--- src/checksum_frame_parser_top_macros.svh ---
// assertion macros for the checksum frame parser
// no dependencies; included by files that carry concurrent assertions
`ifndef CHECKSUM_FRAME_PARSER_TOP_MACROS_SVH
`define CHECKSUM_FRAME_PARSER_TOP_MACROS_SVH

// implication checked on every clock edge outside reset
`define CFP_ASSERT_IMPL(label, clk, rst, lhs, rhs, msg) \
   label: assert property (@(posedge clk) disable iff (rst) (lhs) |-> (rhs)) else $error(msg);

// plain invariant checked on every clock edge outside reset
`define CFP_ASSERT_ALWAYS(label, clk, rst, cond, msg) \
   label: assert property (@(posedge clk) disable iff (rst) (cond)) else $error(msg);

`endif

--- src/cfp_pkg.sv ---
// shared constants and types for the checksum frame parser
// no dependencies
package cfp_pkg;

   localparam logic [7:0] START_BYTE = 8'h53;
   localparam logic [7:0] CMD_POLL   = 8'h60;
   localparam logic [7:0] CMD_BUZZ   = 8'h6A;

   localparam int STORE_DEPTH   = 11;
   localparam int STORE_IDX_W   = 4;
   localparam int MIN_HELD      = 6;
   localparam int MIN_HELD_BUZZ = 11;

   localparam logic KIND_POLL = 1'b0;
   localparam logic KIND_BUZZ = 1'b1;

   typedef struct packed {
      logic       command_kind;
      logic [7:0] address;
      logic [7:0] sequence_res;
      logic [7:0] reader;
      logic [7:0] tone;
      logic [7:0] on_time;
      logic [7:0] off_time;
      logic [7:0] repeat_count;
   } rsp_type;

endpackage

--- src/checksum_frame_parser_top.sv ---
// a closing byte's result is registered into the head slot, or into the skid slot while the head waits
// throughput: one byte per cycle while the skid slot is free, set by the running sum and compare
// a two-entry result buffer lets bytes keep flowing while one result waits
// reset: synchronous, active high; clears hunting state, count, sum and result buffer
// frame byte store is not cleared; a result only reads bytes of the current frame
// depends on cfp_pkg and checksum_frame_parser_top_macros.svh
`include "checksum_frame_parser_top_macros.svh"

module checksum_frame_parser_top
   import cfp_pkg::*;
#(
   parameter int MAX_FRAME = 64
) (
   input  logic       clock,
   input  logic       reset,
   input  logic       req_valid,
   output logic       req_ready,
   input  logic [7:0] req_rx_byte,
   output logic       rsp_valid,
   input  logic       rsp_ready,
   output logic       rsp_command_kind,
   output logic [7:0] rsp_address,
   output logic [7:0] rsp_sequence_res,
   output logic [7:0] rsp_reader,
   output logic [7:0] rsp_tone,
   output logic [7:0] rsp_on_time,
   output logic [7:0] rsp_off_time,
   output logic [7:0] rsp_repeat_count
);

   // count must hold MAX_FRAME itself
   localparam int CW = $clog2(MAX_FRAME + 1);

   // frame state
   logic          in_frame_ff, in_frame_in;
   logic [CW-1:0] count_ff, count_in;
   logic [7:0]    sum_ff, sum_in;
   logic [7:0]    field_ff [STORE_DEPTH];

   // result buffer: head drives the ports, skid catches a result while head waits
   logic    head_valid_ff, head_valid_in;
   rsp_type head_ff, head_in;
   logic    skid_valid_ff, skid_valid_in;
   rsp_type skid_ff, skid_in;

   logic       accept;
   logic       pop;
   logic       store_wr;
   logic [7:0] expect_byte;
   logic       overflow;
   logic       match;
   logic       close;
   logic       emit;
   rsp_type    result;

   assign accept    = req_valid && req_ready;
   assign pop       = head_valid_ff && rsp_ready;
   // only a full skid slot holds off the input side
   assign req_ready = !skid_valid_ff;

   // two's complement of the sum of the bytes held so far
   assign expect_byte = 8'h00 - sum_ff;
   assign overflow    = count_ff >= CW'(MAX_FRAME);
   // closing byte needs at least six bytes before it, eleven for a buzzer frame
   assign match = (req_rx_byte == expect_byte) && (count_ff >= CW'(MIN_HELD));
   assign close = in_frame_ff && !overflow && match &&
                  !((field_ff[5] == CMD_BUZZ) && (count_ff < CW'(MIN_HELD_BUZZ)));
   // unknown commands close silently
   assign emit  = accept && close &&
                  ((field_ff[5] == CMD_POLL) || (field_ff[5] == CMD_BUZZ));
   // first eleven bytes land in the store, later ones are only counted
   assign store_wr = accept && (in_frame_ff ? (!overflow && (count_ff < CW'(STORE_DEPTH)))
                                            : (req_rx_byte == START_BYTE));

   always_comb begin
      result              = '0;
      result.address      = field_ff[1];
      result.sequence_res = field_ff[4];
      if (field_ff[5] == CMD_BUZZ) begin
         result.command_kind = KIND_BUZZ;
         result.reader       = field_ff[6];
         result.tone         = field_ff[7];
         result.on_time      = field_ff[8];
         result.off_time     = field_ff[9];
         result.repeat_count = field_ff[10];
      end else begin
         result.command_kind = KIND_POLL;
      end
   end

   // frame state next value
   always_comb begin
      in_frame_in = in_frame_ff;
      count_in    = count_ff;
      sum_in      = sum_ff;
      if (accept) begin
         if (!in_frame_ff) begin
            // hunting: only the start byte opens a frame
            if (req_rx_byte == START_BYTE) begin
               in_frame_in = 1'b1;
               count_in    = CW'(1);
               sum_in      = START_BYTE;
            end
         end else if (overflow || close) begin
            // drop an overlong frame, or finish a good one; hunt again
            in_frame_in = 1'b0;
            count_in    = '0;
            sum_in      = 8'h00;
         end else begin
            count_in = count_ff + CW'(1);
            sum_in   = sum_ff + req_rx_byte;
         end
      end
   end

   // result buffer next value
   always_comb begin
      head_valid_in = head_valid_ff;
      head_in       = head_ff;
      skid_valid_in = skid_valid_ff;
      skid_in       = skid_ff;
      if (pop) begin
         if (skid_valid_ff) begin
            head_in       = skid_ff;
            skid_valid_in = emit;
            skid_in       = result;
         end else begin
            head_valid_in = emit;
            head_in       = result;
         end
      end else if (emit) begin
         if (head_valid_ff) begin
            skid_valid_in = 1'b1;
            skid_in       = result;
         end else begin
            head_valid_in = 1'b1;
            head_in       = result;
         end
      end
   end

   always_ff @(posedge clock) begin
      if (reset) begin
         in_frame_ff   <= 1'b0;
         count_ff      <= '0;
         sum_ff        <= 8'h00;
         head_valid_ff <= 1'b0;
         skid_valid_ff <= 1'b0;
      end else begin
         in_frame_ff   <= in_frame_in;
         count_ff      <= count_in;
         sum_ff        <= sum_in;
         head_valid_ff <= head_valid_in;
         skid_valid_ff <= skid_valid_in;
      end
   end

   // payload registers, no reset
   always_ff @(posedge clock) begin
      head_ff <= head_in;
      skid_ff <= skid_in;
      if (store_wr) begin
         // while hunting count is zero, so the start byte goes to entry zero
         field_ff[count_ff[STORE_IDX_W-1:0]] <= req_rx_byte;
      end
   end

   assign rsp_valid        = head_valid_ff;
   assign rsp_command_kind = head_ff.command_kind;
   assign rsp_address      = head_ff.address;
   assign rsp_sequence_res = head_ff.sequence_res;
   assign rsp_reader       = head_ff.reader;
   assign rsp_tone         = head_ff.tone;
   assign rsp_on_time      = head_ff.on_time;
   assign rsp_off_time     = head_ff.off_time;
   assign rsp_repeat_count = head_ff.repeat_count;

   // skid slot is only filled behind a waiting head
   `CFP_ASSERT_IMPL(a_skid_behind_head, clock, reset, skid_valid_ff, head_valid_ff,
      "skid slot holds an item while head is empty")
   // hunting means nothing held
   `CFP_ASSERT_IMPL(a_hunt_empty, clock, reset, !in_frame_ff,
      (count_ff == '0) && (sum_ff == 8'h00), "hunting with bytes still held")
   // held count never passes the frame limit
   `CFP_ASSERT_ALWAYS(a_count_limit, clock, reset, count_ff <= CW'(MAX_FRAME),
      "byte count beyond frame limit")
   // a new result only follows an accepted byte
   `CFP_ASSERT_IMPL(a_result_from_byte, clock, reset, $rose(head_valid_ff),
      $past(accept), "result appeared without an accepted byte")

endmodule

--- config.mk ---
export PLATFORM = sky130hd
export DESIGN_NAME = checksum_frame_parser_top
export DESIGN_NICKNAME = d
export VERILOG_FILES = /design/src/cfp_pkg.sv /design/src/checksum_frame_parser_top.sv
export VERILOG_INCLUDE_DIRS = /design/src /design/src/src
export SDC_FILE = /design/constraint.sdc
export NUM_CORES = 1
export LEC_CHECK = 0
export ABC_AREA = 0
export BUFFER_PORTS_ARGS = -buffer_cell sky130_fd_sc_hd__buf_2
export CAP_MARGIN = 20
export CELL_PAD_IN_SITES_DETAIL_PLACEMENT = 1
export CELL_PAD_IN_SITES_GLOBAL_PLACEMENT = 2
export CORE_UTILIZATION = 40
export CTS_CLUSTER_DIAMETER = 30
export DETAILED_ROUTE_END_ITERATION = 8
export GPL_TIMING_DRIVEN = 1
export PLACE_DENSITY = 0.79
export REMOVE_ABC_BUFFERS = 1
export SKIP_LAST_GASP = 1
export SLEW_MARGIN = 20
export SYNTH_ARGS = -nofsm -noshare
export SYNTH_HDL_FRONTEND = slang
export SYNTH_SLANG_ARGS = --single-unit
--- constraint.sdc ---
create_clock -name clock -period 8.8 [get_ports clock]
set_input_delay 0.44 -clock clock [delete_from_list [all_inputs] [get_ports clock]]
set_output_delay 0.44 -clock clock [all_outputs]
set_load 0.02 [all_outputs]
# Word-level counts from Yosys, hierarchy flattened
# Memory sizes are Yosys's and may differ from the RTL's.
# Cells that the tools add are included.
# op_classes
addsub,3
multipliers,0
n_div,0
order_cmp,3
n_eq_ne,7
shifts,0
muxes,29
bitwise,0
n_reduce_logical,24
# ops
cell,count
$mux W57,8
$mux W40,1
$eq A8 B7 Y1 const B,3
$mux W8,3
$mux W7,3
$mux W1,14
$logic_and A1 B1 Y1,11
$add A8 B8 Y8,1
$eq A8 B8 Y1,1
$reduce_and A2 Y1,4
$sub A1 B8 Y8 const A,1
$add A7 B1 Y7 const B,1
$ge A7 B3 Y1 const B,1
$ge A7 B7 Y1 const B,1
$lt A7 B4 Y1 const B,1
$reduce_bool A2 Y1,3
$ne A2 B2 Y1 const B,2
$logic_not A1 Y1,3
$reduce_and A3 Y1,1
$logic_or A1 B1 Y1,2
$ne A2 B1 Y1 const B,1
# word_totals
register_bits,132
latch_bits,0
ramBits,88
romBits,0
inputBits,12
n_memories,1
# memory_table
name,words,word_bits,rd,rd_clocked_by_memory_dff,write_ports,line,rtl
field_ff,11,8,8,0,1,checksum_frame_parser_top.sv:38,logic [7:0] field_ff [STORE_DEPTH];

# Depth between registers and ports, before layout
# depth
ltp_word,9
depth_mapped,8

# Worst setup path after synthesis
# Ideal clock, no wire load.
# synth_timing
path_type,register to register
start,register sum_ff[1]
end,"register head_ff (netlist bit rsp_address[0]), enable pin"
setup_ps,551
t_arrival_ps,5956
required_ps,8249
setup_slack_ps,2293
path_stages_with_launch,9
synth_period_minus_slack_ps,6507
path_cell_list,dfxtp_1 > inv_1 > ha_1 > or4b_1 > a222oi_1 > and4b_2 > and3_4 > nand2_1 > o21ai_0
# synth_via
elab_chain_len,9
# synth_lines
element,line,rtl
from (decl),checksum_frame_parser_top.sv:37,"logic [7:0] sum_ff, sum_in;"
from (signal assigned),checksum_frame_parser_top.sv:152,sum_ff <= sum_in;
$sub A1 B8 Y8,checksum_frame_parser_top.sv:62,assign expect_byte = 8'h00 - sum_ff;
$eq A8 B8 Y1,checksum_frame_parser_top.sv:65,assign match = (req_rx_byte == expect_byte) && (count_ff >= CW'(MIN_HELD));
$logic_and A1 B1 Y1,checksum_frame_parser_top.sv:65,
$logic_and A1 B1 Y1 (2 in a row),checksum_frame_parser_top.sv:66,assign close = in_frame_ff && !overflow && match &&
$logic_and A1 B1 Y1 (2 in a row),checksum_frame_parser_top.sv:69,assign emit = accept && close &&
$reduce_bool A2 Y1 (no line),-,
$reduce_and A2 Y1 (no line),-,
to (signal assigned),checksum_frame_parser_top.sv:160,head_ff <= head_in;
to (decl),checksum_frame_parser_top.sv:42,"rsp_type head_ff, head_in;"
# Every way passes these cells.
# A chain may end at the register's enable or synchronous reset.

# Worst setup path after layout
# layout_timing
start,register sum_ff[1]
end,"register head_ff (netlist bit rsp_tone[2]), enable pin"
# Same word-level chain as after synthesis.

==> results.env <==
MAX_SLEW_MARGIN_PCT=47.6
CLK-INSERTION-DELAY-LATE_PS=430
DIE_W_UM=142
CELL_LEAKAGE_POWER_nW=3.23
REG2REGPATHDEPTH=9
TIGHTESTPINTRANSITION_PS=786
SIMPLE_LOGIC_CELL_FRACTION_OF_THE_SYNTHESIZED_AREA_PCT=9.19
CTS_NUM_SINKS=196
RSZ_0062_RAISED_AFTER_GLOBAL_ROUTING='false'
GRT_ANTENNA_BEFORE_REPAIR=0
SYNTH_ENABLE_FLOP_CELLS=178
WORSTPATHARRIVAL_PS=3730
SYNTH_COMPOUND_AREA_SHARE_PCT=4.29
DIE_EXTENT_IN_Y_UM=142
CLOCK_TREE_FROM_TRITONCTS='built'
START_UTIL_PCT=41.2
ROUTED_WIRELENGTH_UM=16300
FP.COREAREA_UM2=19000
POST_CTS.RESIZED_INSTANCES=0
NUMBER_OF_GLOBAL_ROUTE_VIAS_BEFORE_REPAIR=4427
MAXSLEWVIOLCOUNT=0
CTS_HTREE_LEVELS=4
SLOWEST_STAGE='sky130_fd_sc_hd__o21ai_4'
YOSYS_WARNINGS=0
SETUP_VIOL=0
PIN_COUNT=71
PLACEMENT_ROWS=50
AREA_GROWTH_SYN_TO_LAYOUT_PCT=16.0
PLACED_AREA_UM2=8500
YOSYS.CELL_TYPES.COUNT=48
PLACEMENT.IO_BUFFERS=70
OUTCOME='completed'
FIN_WORST_HOLD_SLACK_PS=281
STDCELL_COUNT=834
POST-PLACE-CELLS=802
F_MAX_GHz=0.273
SYNTH-SEQ-AREA-SHARE_PCT=73.0
FINALWORSTPATHREQUIREDPERIOD_PS=3660
DOMINANT_COMBINATIONAL_CELL_FAMILY_BY_AREA_AFTER_SYNTHESIS='simple AND/OR/NAND/NOR gates'
CLK_PIN_SLEW_PS=70
TOTAL_GLOBAL_ROUTING_TRACK_UTILIZATION_PCT=17.0
DPL.HPWL_UM=10700
ANTENNA_CELLS=0
FIN_NETS=586
SYNTH_XOR_XNOR_AREA_SHARE_PCT=1.34
HOLD_PATH_DEPTH=2
POST_SYNTHESIS_REGISTER_BIT_COUNT=196
STDCELL_AREA_UM2=9070
FINALHOLDVIOLATIONS=0
MAX_STAGE_DELAY_PS=610
FINAL.SETUP_SKEW_PS=6.97
FIRST_PASS_GRT_WIRE_LENGTH_UM=25300
REG2REG_SLACK_PS=5140
SYNTH-ASYNC-RESET-RATIO_PCT=0
VIAS=4251
AVGROUTEDWIREPERCELL_UM=19.5
STARTPOINT_CLASS_OF_THE_CRITICAL_PATH='flip-flop'
CTS_ROOT_BUFFER='sky130_fd_sc_hd__clkbuf_16'
CP.REQUIRED_PS=8870
GRT_START_MAX_NET_PINS=58
FINALCRITPERIODSHARE_PCT=41.6
NUMBER_OF_CTS_INSERTED_BUFFERS=17
DIE_AREA_UM2=20100
NETLIST_AREA_UM2=7820
CTS-HOLD-FIX-BUFFERS=0
DRC_VIOLATION_COUNT_AFTER_ROUTING=0
PRE_CTS_WS_PS=5100
YOSYS_MOST_USED_DFF='sky130_fd_sc_hd__edfxtp_1'
DR.PASS1.ITERS=4
POST_DRT_VIA_CELL_RATIO=5.10
SETUP_WS_PS=5140
CRITICAL_PATH_PEAK_FANOUT=37
CRITICAL_PATH.CELL_CHAIN='inv_1 -> ha_1 -> or4b_1 -> a222oi_1 -> and4b_2 -> and3_4 -> nand2_1 -> o21ai_4 -> buf_4'
YOSYS.AREA_SHARE.ADDER_PCT=2.18
POWER.IR.VDD_WORST_uV=141
TIMING.CRITICAL_PATH.TO_TYPE='flip-flop'
SYNTHMUXAREASHARE_PCT=8.72
DRT-INITIAL-DRC-COUNT=244
SYNTHESIS.AREA_PER_INSTANCE_UM2=16.2
POST-CTS-SETUP-BUFFER-COUNT=0
FINAL_WEIGHTED_CONGESTION_IN_ROUTABILITY_DRIVEN_PLACEMENT=0.833
SYNTHESIS.INSTANCES=483
CTS_MAX_PATH_BUFFERS=2
ANTENNA_VIOLATING_NETS_POST_ROUTE=0
TNS_SETUP_PS=0
GRT_OVERFLOW_TOTAL=0
POWER_DENSITY_nW_PER_UM2=197
DRIVE_GT1_SHARE_PCT=29.6
DRV_CAP=0
HP-CLASS='input pin to flip-flop'
TIMING.SETUP.CRITICAL_PATH_CLASS='flip-flop to flip-flop'
-- stage by stage --
stage | total power, W | util (%)
floorplan | 0.00104 | -
global placement | 0.00105 | 44.9
detailed placement | 0.00105 | 44.9
CTS | 0.00180 | 47.8
global route | 0.00183 | 47.8
finish | 0.00178 | 47.8
-- area by class of cell --
cell class,instances,area [um^2]
Clock buffer,20,437
Clock inverter,12,130
Fill cell,1907,9890
Inverter,12,45.0
Multi-Input combinational cell,260,2050
Sequential cell,196,5710
Tap cell,260,325
Timing Repair Buffer,74,380
-- power by group --
group / leakage, nW / internal [W] / switching [W]
registers: 1.77 / 0.00100 / 0.000000147
logic: 1.19 / 0.00000734 / 0.0000182
clock network: 0.271 / 0.000419 / 0.000334
total: 3.23 / 0.00143 / 0.000352
-- cell families (layout without fill, tap and decap cells) --
logic type | Yosys count | in the layout
mux | 61 | 61
buf+inv | 27 | 118
fa+ha+maj | 13 | 13
compound gates | 52 | 52
xor+xnor | 12 | 12
flops | 196 | 196
simple gates | 122 | 122
-- cell usage in the layout, fill, tap and decap left out, types with 2 or more instances in the layout --
cell type and instances:
sky130_fd_sc_hd__a211oi_1 3, sky130_fd_sc_hd__a21o_1 4, sky130_fd_sc_hd__a21oi_1 21, sky130_fd_sc_hd__a31oi_1 3, sky130_fd_sc_hd__a31oi_2 2, sky130_fd_sc_hd__and2_1 48, sky130_fd_sc_hd__and3_1 3, sky130_fd_sc_hd__buf_2 70
sky130_fd_sc_hd__buf_4 4, sky130_fd_sc_hd__bufinv_16 2, sky130_fd_sc_hd__clkbuf_1 3, sky130_fd_sc_hd__clkbuf_16 17, sky130_fd_sc_hd__clkinv_1 2, sky130_fd_sc_hd__clkinv_2 2, sky130_fd_sc_hd__clkinv_4 2, sky130_fd_sc_hd__clkinvlp_4 2
sky130_fd_sc_hd__dfxtp_1 18, sky130_fd_sc_hd__edfxtp_1 178, sky130_fd_sc_hd__ha_1 12, sky130_fd_sc_hd__inv_1 12, sky130_fd_sc_hd__mux2_2 57, sky130_fd_sc_hd__mux2i_1 4, sky130_fd_sc_hd__nand2_1 14, sky130_fd_sc_hd__nand2b_1 8
sky130_fd_sc_hd__nand3_1 14, sky130_fd_sc_hd__nor2_1 10, sky130_fd_sc_hd__nor3_1 6, sky130_fd_sc_hd__nor4_1 2, sky130_fd_sc_hd__o21ai_0 4, sky130_fd_sc_hd__o21ai_1 2, sky130_fd_sc_hd__o22ai_1 4, sky130_fd_sc_hd__or2_2 2
sky130_fd_sc_hd__or4_1 2, sky130_fd_sc_hd__or4bb_1 2, sky130_fd_sc_hd__xnor2_1 7, sky130_fd_sc_hd__xor2_1 5
-- Yosys cell counts, types with 5 or more instances --
cell type                    n  area [um^2]
sky130_fd_sc_hd__a21oi_1    21          105
sky130_fd_sc_hd__and2_1     48          300
sky130_fd_sc_hd__clkbuf_1   13         48.8
sky130_fd_sc_hd__dfxtp_1    18          360
sky130_fd_sc_hd__edfxtp_1  178         5350
sky130_fd_sc_hd__ha_1       12          150
sky130_fd_sc_hd__inv_1      12         45.0
sky130_fd_sc_hd__mux2_2     57          642
sky130_fd_sc_hd__nand2_1    14         52.6
sky130_fd_sc_hd__nand2b_1    8         50.1
sky130_fd_sc_hd__nand3_1    14         70.1
sky130_fd_sc_hd__nor2_1     11         41.3
sky130_fd_sc_hd__nor3_1      6         30.0
sky130_fd_sc_hd__o21ai_0     5         25.0
sky130_fd_sc_hd__xnor2_1     7         61.3
sky130_fd_sc_hd__xor2_1      5         43.8
-- worst max-delay path, delay by kind of cell (launching register included) --
kind,cells,cell delay (ps)
AO/OA/AOI/OAI,2,930
adder cells (fa/ha/maj),1,250
buffers and inverters,2,630
flip-flops,1,360
AND/OR/NAND/NOR,4,1110
-- per-layer routing --
layer	global-route usage (%)	vias up	share of wire, %
li1	-	1979	-
met3	3.75	26	2.9
met2	28.9	85	50
met5	0	-	0
met1	21.3	2161	45
met4	6.68	0	2.2
-- sequential cells by signal, summed over array words and instances (netlist names) --
name / flops
skid_ff: 57
rsp_reader: 8
rsp_valid: 1
rsp_command_kind: 1
rsp_on_time: 8
field_ff: 64
skid_valid_ff: 1
rsp_tone: 8
sum_ff: 8
rsp_address: 8
in_frame_ff: 1
rsp_off_time: 8
count_ff: 7
rsp_sequence_res: 8
rsp_repeat_count: 8
-- path summary, 6_finish.rpt --
path                            startpoint                          to
setup / recovery    sum_ff[1]$_SDFFE_PP0P_       rsp_tone[2]$_DFFE_PP_
hold / removal                   rsp_ready  skid_valid_ff$_SDFFE_PP0P_
setup reg to reg    sum_ff[1]$_SDFFE_PP0P_       rsp_tone[2]$_DFFE_PP_
hold reg to reg   field_ff[1][4]$_DFFE_PP_       skid_ff[52]$_DFFE_PP_
(Power assumes the default switching activity.)
